$ cat config.mk
export PLATFORM = sky130hd
export DESIGN_NAME = pixel_format_converter
export DESIGN_NICKNAME = d
export VERILOG_FILES = /design/src/design/pfc_pkg.sv /design/src/design/pfc_convert.sv /design/src/design/pixel_format_converter.sv
export SDC_FILE = /design/constraint.sdc
export NUM_CORES = 1
export LEC_CHECK = 0
export BUFFER_PORTS_ARGS = -buffer_cell sky130_fd_sc_hd__buf_4
export CAP_MARGIN = 40
export CORE_MARGIN = 3
export CORE_UTILIZATION = 35
export CTS_CLUSTER_DIAMETER = 50
export DETAILED_ROUTE_END_ITERATION = 16
export GPL_ROUTABILITY_DRIVEN = 0
export GPL_TIMING_DRIVEN = 0
export HOLD_SLACK_MARGIN = 0.06
export PLACE_DENSITY = 0.55
export SYNTH_ARGS = -nofsm -noshare
export SYNTH_HDL_FRONTEND = slang
export SYNTH_SLANG_ARGS = --single-unit
$ cat constraint.sdc
create_clock -name aclk -period 8.3 [get_ports aclk]
set_input_delay 0.415 -clock aclk [delete_from_list [all_inputs] [get_ports aclk]]
set_output_delay 0.415 -clock aclk [all_outputs]
set_load 0.03 [all_outputs]
$ cat src/design/pfc_pkg.sv
// Shared types, format codes and constants for the pixel format converter.
package pfc_pkg;

    typedef enum logic [1:0] {
        FMT_RGB888 = 2'd0,
        FMT_BGR888 = 2'd1,
        FMT_RGB565 = 2'd2,
        FMT_GRAY   = 2'd3
    } fmt_t;

    typedef enum logic {
        REG_SOURCE_FORMAT = 1'b0,
        REG_TARGET_FORMAT = 1'b1
    } reg_index_t;

    localparam int unsigned CFG_DATA_W = 2;

    // Division by three as a multiply by ceil(2^11 / 3) and a right shift.
    // The result is exact for every sum of three bytes.
    localparam int unsigned DIV3_MUL   = 683;
    localparam int unsigned DIV3_SHIFT = 11;

    typedef logic [1:0] byte_count_t;

    typedef struct packed {
        fmt_t source_format;
        fmt_t target_format;
    } fmt_cfg_t;

    typedef struct packed {
        logic [7:0] byte_first;
        logic [7:0] byte_second;
        logic [7:0] byte_third;
        logic       last;
    } pixel_in_t;

    typedef struct packed {
        logic [7:0]  byte_first;
        logic [7:0]  byte_second;
        logic [7:0]  byte_third;
        byte_count_t byte_count;
        logic        unsupported;
        logic        last;
    } pixel_out_t;

    function automatic byte_count_t byte_count(input fmt_t fmt);
        byte_count_t cnt;
        unique case (fmt)
            FMT_GRAY:   cnt = 2'd1;
            FMT_RGB565: cnt = 2'd2;
            default:    cnt = 2'd3;
        endcase
        return cnt;
    endfunction

endpackage

$ cat src/design/pfc_convert.sv
// Combinational conversion of one registered pixel between the supported formats.
module pfc_convert (
    input  pfc_pkg::fmt_cfg_t   cfg,
    input  pfc_pkg::pixel_in_t  pix_in,
    output pfc_pkg::pixel_out_t pix_out
);

    logic [9:0]  sum3;
    logic [8:0]  sum2;
    logic [19:0] div3_prod;
    logic [7:0]  gray_rgb;
    logic [7:0]  gray_565;
    logic [15:0] word_in;
    logic [15:0] word_out;
    logic [7:0]  r;
    logic [7:0]  g;
    logic [7:0]  b;

    assign sum3 = {2'b00, pix_in.byte_first} + {2'b00, pix_in.byte_second}
                + {2'b00, pix_in.byte_third};
    assign sum2 = {1'b0, pix_in.byte_first} + {1'b0, pix_in.byte_second};
    assign div3_prod = {10'd0, sum3} * 20'(pfc_pkg::DIV3_MUL);
    assign gray_rgb = div3_prod[pfc_pkg::DIV3_SHIFT +: 8];
    assign gray_565 = sum2[8:1];

    // Packed 5/6/5 words travel low byte first.
    assign word_in  = {pix_in.byte_second, pix_in.byte_first};
    assign word_out = {pix_in.byte_first[7:3], pix_in.byte_second[7:2],
                       pix_in.byte_third[7:3]};

    always_comb begin
        unique case (cfg.source_format)
            pfc_pkg::FMT_RGB565: begin
                r = {word_in[15:11], 3'b000};
                g = {word_in[10:5], 2'b00};
                b = {word_in[4:0], 3'b000};
            end
            pfc_pkg::FMT_GRAY: begin
                r = pix_in.byte_first;
                g = pix_in.byte_first;
                b = pix_in.byte_first;
            end
            default: begin
                r = pix_in.byte_first;
                g = pix_in.byte_second;
                b = pix_in.byte_third;
            end
        endcase
    end

    always_comb begin
        pix_out.byte_first  = 8'd0;
        pix_out.byte_second = 8'd0;
        pix_out.byte_third  = 8'd0;
        pix_out.byte_count  = pfc_pkg::byte_count(cfg.target_format);
        pix_out.unsupported = 1'b0;
        pix_out.last        = pix_in.last;
        priority if (cfg.source_format == cfg.target_format) begin
            pix_out.byte_first = pix_in.byte_first;
            if (pix_out.byte_count >= 2'd2) begin
                pix_out.byte_second = pix_in.byte_second;
            end
            if (pix_out.byte_count == 2'd3) begin
                pix_out.byte_third = pix_in.byte_third;
            end
        end else if (cfg.source_format == pfc_pkg::FMT_BGR888) begin
            pix_out.unsupported = 1'b1;
        end else if (cfg.target_format == pfc_pkg::FMT_GRAY) begin
            if (cfg.source_format == pfc_pkg::FMT_RGB888) begin
                pix_out.byte_first = gray_rgb;
            end else begin
                pix_out.byte_first = gray_565;
            end
        end else if (cfg.target_format == pfc_pkg::FMT_RGB565) begin
            if (cfg.source_format == pfc_pkg::FMT_GRAY) begin
                pix_out.byte_first  = pix_in.byte_first;
                pix_out.byte_second = pix_in.byte_first;
            end else begin
                pix_out.byte_first  = word_out[7:0];
                pix_out.byte_second = word_out[15:8];
            end
        end else if (cfg.target_format == pfc_pkg::FMT_RGB888) begin
            pix_out.byte_first  = r;
            pix_out.byte_second = g;
            pix_out.byte_third  = b;
        end else begin
            pix_out.byte_first  = b;
            pix_out.byte_second = g;
            pix_out.byte_third  = r;
        end
    end

endmodule

$ cat src/design/pixel_format_converter.sv
// Top level of the pixel format converter: registers, handshakes and config.
//
//  Channel  Direction  Handshake           Carries
//  s_       in         s_valid / s_ready   one pixel request: three bytes and last
//  m_       out        m_valid / m_ready   one converted pixel, byte count, flags
//  cfg_     in         cfg_we              source and target format registers
//
// A request passes from acceptance through the input register and then the result
// register, with the conversion between them.
// One request is accepted every cycle while results are taken.
// A stall on m_ready backs up into the input register and then into s_ready.
// Reset clears both stages and sets both formats to rgb888.
module pixel_format_converter (
    input  logic                             aclk,
    input  logic                             aresetn,
    input  logic                             cfg_we,
    input  logic                             cfg_index,
    input  logic [pfc_pkg::CFG_DATA_W-1:0]   cfg_wdata,
    input  logic                             s_valid,
    output logic                             s_ready,
    input  logic [7:0]                       s_in_byte_first,
    input  logic [7:0]                       s_in_byte_second,
    input  logic [7:0]                       s_in_byte_third,
    input  logic                             s_in_last,
    output logic                             m_valid,
    input  logic                             m_ready,
    output logic [7:0]                       m_out_byte_first,
    output logic [7:0]                       m_out_byte_second,
    output logic [7:0]                       m_out_byte_third,
    output logic [1:0]                       m_out_byte_count,
    output logic                             m_unsupported,
    output logic                             m_out_last
);

    pfc_pkg::fmt_cfg_t   cfg_reg;
    pfc_pkg::pixel_in_t  pix_in_reg;
    logic                in_valid_reg;
    pfc_pkg::pixel_out_t pix_conv;
    pfc_pkg::pixel_out_t pix_out_reg;
    logic                out_valid_reg;
    logic                out_adv;

    assign out_adv = !out_valid_reg || m_ready;
    assign s_ready = !in_valid_reg || out_adv;

    always_ff @(posedge aclk) begin
        if (!aresetn) begin
            cfg_reg.source_format <= pfc_pkg::FMT_RGB888;
            cfg_reg.target_format <= pfc_pkg::FMT_RGB888;
        end else if (cfg_we) begin
            unique case (pfc_pkg::reg_index_t'(cfg_index))
                pfc_pkg::REG_SOURCE_FORMAT:
                    cfg_reg.source_format <= pfc_pkg::fmt_t'(cfg_wdata);
                pfc_pkg::REG_TARGET_FORMAT:
                    cfg_reg.target_format <= pfc_pkg::fmt_t'(cfg_wdata);
            endcase
        end
    end

    always_ff @(posedge aclk) begin
        if (!aresetn) begin
            in_valid_reg <= 1'b0;
        end else if (s_ready) begin
            in_valid_reg <= s_valid;
        end
    end

    always_ff @(posedge aclk) begin
        if (s_valid && s_ready) begin
            pix_in_reg.byte_first  <= s_in_byte_first;
            pix_in_reg.byte_second <= s_in_byte_second;
            pix_in_reg.byte_third  <= s_in_byte_third;
            pix_in_reg.last        <= s_in_last;
        end
    end

    pfc_convert u_convert (
        .cfg     (cfg_reg),
        .pix_in  (pix_in_reg),
        .pix_out (pix_conv)
    );

    always_ff @(posedge aclk) begin
        if (!aresetn) begin
            out_valid_reg <= 1'b0;
        end else if (out_adv) begin
            out_valid_reg <= in_valid_reg;
        end
    end

    always_ff @(posedge aclk) begin
        if (out_adv && in_valid_reg) begin
            pix_out_reg <= pix_conv;
        end
    end

    assign m_valid           = out_valid_reg;
    assign m_out_byte_first  = pix_out_reg.byte_first;
    assign m_out_byte_second = pix_out_reg.byte_second;
    assign m_out_byte_third  = pix_out_reg.byte_third;
    assign m_out_byte_count  = pix_out_reg.byte_count;
    assign m_unsupported     = pix_out_reg.unsupported;
    assign m_out_last        = pix_out_reg.last;

    // Both stages are empty in the cycle after reset.
    assert property (@(posedge aclk) !aresetn |=> !in_valid_reg && !out_valid_reg)
        else $error("pipeline not empty after reset");

    // An unsupported conversion carries no pixel bytes.
    assert property (@(posedge aclk) disable iff (!aresetn)
        m_valid && m_unsupported |->
            m_out_byte_first == 8'd0 && m_out_byte_second == 8'd0 &&
            m_out_byte_third == 8'd0)
        else $error("unsupported result has nonzero bytes");

    // A gray result uses only its first byte.
    assert property (@(posedge aclk) disable iff (!aresetn)
        m_valid && m_out_byte_count == 2'd1 |->
            m_out_byte_second == 8'd0 && m_out_byte_third == 8'd0)
        else $error("gray result has extra bytes");

    // A valid result always names one to three bytes.
    assert property (@(posedge aclk) disable iff (!aresetn)
        m_valid |-> m_out_byte_count != 2'd0)
        else $error("result byte count is zero");

    // The input stage is never refilled while a full result stage is stalled.
    assert property (@(posedge aclk) disable iff (!aresetn)
        in_valid_reg && out_valid_reg && !m_ready |-> !s_ready)
        else $error("input accepted while both stages are stalled");

endmodule
==> metrics.txt <==
FMAX=0.130 GHz; setup total negative slack=0 ps; number of buffers on the longest clock path=2; Main synth FF type=edfxtp_1; CTS tree=done; Worst EP arrival=7770 ps; share of post-route cells with drive strength above 1=0.159; largest net degree at the start of global routing=21; Worst setup EP type=register; average wire per cell in the routed design=17.7 um; Starting Density=0.359; count of endpoints failing setup in the final report=0; DRC errors left=0; post-synthesis cell count=565; main combinational cell family by area after synthesis=adder cells; crit share post-route=0.929; input/output buffers=62; number of antenna diodes=0; unrepaired setup endpoints after global routing=no; mux cell area share after synthesis=0.0347; startpoint kind of the worst setup timing path=register; number of flops mapped to enable cells by yosys=53; Netlist Area Pre-Place=5480 um2; drt first-iter violations=579; Chip Width=131 um; status=finished clean; FFs w/ async S/R, synth=0; library cell used as clock root buffer=clkbuf_16; data required time at the worst endpoint=8360 ps; transition time of the tightest slew-check pin=1010 ps; synthesized area per cell=9.70 um2; slowest stage cell on the critical path=fa_1; Worst Path Class, Setup=register to register; half-perimeter wire length after detailed placement=11.9 mm; XOR/XNOR share of the synthesized area=0.0432; simple logic cell fraction of the synthesized area=0.123; Slew headroom=0.322; number of H-tree branching levels=3; Synth Net Count=690; Core Region=15300 um2; Layout area overhead=20.4%; vertical extent of the die=131 um; min Tclk post-route=7710 ps; initial antenna violation count=0; Yosys cell types=67; most frequent standard cell in the layout excluding fill and tap cells=ha_1; maximum net fanout on the critical path=6; clock buffers created by TritonCTS=9; remaining antenna violation count after routing=0; count of yosys warnings during synthesis=0; most used cells in the layout excluding fill and tap cells=72 x ha_1, 64 x buf_4, 53 x edfxtp_1; Tot GR Track Use=0.175; total number of vias=4629; post-synthesis cell type with the largest combined area=edfxtp_1; area fraction of the dominant cell type after synthesis=0.291; number of rows in the core area=45; reported max-cap violation count=0; via/cell ratio=5.40; count of pins over their slew limit=0; Hold Violations, Final=0; critical path's largest stage delay=530 ps; DRT Pass-1 Iters=7; main area contributors after synthesis=edfxtp_1 29%, ha_1 16%, fa_1 7.3%; post-detailed-routing wire length=15.2 mm; Skew-Pair Late Insertion Delay=330 ps; wire length of the first global-routing pass=24.3 mm; Finished Core Util=0.432; portion of the post-synthesis area used by sequential elements=0.312; Die Footprint=17200 um2; Synth Area in Compound Gates=0.195; number of register bits inferred by synthesis=59; number of clock sinks seen by CTS=59; max FFs per register=25; Synth Area in Adders=0.238; clock skew after layout=6.21 ps; total I/O pin count=63; via count of the first global-routing pass=4648; aggregate global routing overflow=0; clock slew seen by the registers of the worst setup and hold paths=50 ps; number of nets in the final layout=767; min-delay worst type=input pin to register
[metrics by stage]
stage,hold slack (ps),std cells,worst slack [ps],cell area (um2)
after floorplan,400,565,1510,5480
after global placement,402,838,453,6210
after detailed placement,413,840,450,6250
after CTS,250,856,398,6570
after global routing,251,858,65.8,6600
final,259,858,590,6600
[final timing paths]
kind                                                from                            end  slack, ps  depth (start not counted)
worst max-delay path            pix_in_reg[10]$_DFFE_PP_  m_out_byte_first[3]$_DFFE_PP_        590                         30
worst min-delay path                  s_in_byte_third[6]        pix_in_reg[7]$_DFFE_PP_        260                          1
worst max register to register  pix_in_reg[10]$_DFFE_PP_  m_out_byte_first[3]$_DFFE_PP_        590                         30
worst min register to register   pix_in_reg[0]$_DFFE_PP_           m_out_last$_DFFE_PP_        430                          0
[repair_timing]
action | 4_1_cts | 5_1_grt
setup endpoints to repair | 0 | 5
setup buffers | 0 | 2
gates resized for setup | 0 | 3
hold buffers | 0 | 0
[critical path: cells and delay by family (launching register included)]
family                     cells  cell delay (ps)
adders and majority gates      7             2890
AOI/OAI and AO/OA             13             2750
DFF                            1              510
xor gates and xnor gates       2              480
and+or+nand+nor                3              410
buffers and inverters          5              390
[area by class of cell]
cell class	instances	area [um2]
plain buffers	23	93.8
clock buffers	11	243
clock inverters	5	76.3
fillers	1470	8660
inverters	55	206
multi-input cells	428	3480
flip-flops and latches	59	1710
well taps	211	264
repair buffers	66	523
[synth_stat cells (4+ instances only)]
cell type	number
a211oi_1	5
a311oi_1	4
o21ai_1	4
a21o_1	7
nand2_1	41
a21oi_1	47
nand2b_1	16
xor2_1	8
clkbuf_1	14
dfxtp_1	6
nor2b_1	10
fa_1	20
o22ai_1	6
a22o_1	7
nor2_1	33
o21ai_0	26
xnor2_1	19
and2_1	8
mux2i_1	19
edfxtp_1	53
inv_1	51
a22oi_1	5
nand3_1	9
buf_2	5
buf_1	4
ha_1	72
[per-layer routing]
metal | vias up | GRT usage | routed length [um]
met1 | 2165 | 0.237 | 6700
met3 | 41 | 0.0391 | 1230
li1 | 2205 | - | -
met4 | 0 | 0.0490 | 338
met2 | 218 | 0.283 | 6940
met5 | - | 0 | 0
[cells by family (layout without fill, tap and decap cells)]
family | after synthesis | count (layout)
DFF | 59 | 59
and+or+nand+nor | 134 | 134
AOI/OAI and AO/OA | 156 | 156
buffers and inverters | 78 | 160
xor gates and xnor gates | 27 | 27
adders and majority gates | 92 | 92
muxes | 19 | 19
Power is left out: the tool's default activity adds up to more than one toggle a clock period on the data nets, which glitch-free logic cannot reach.
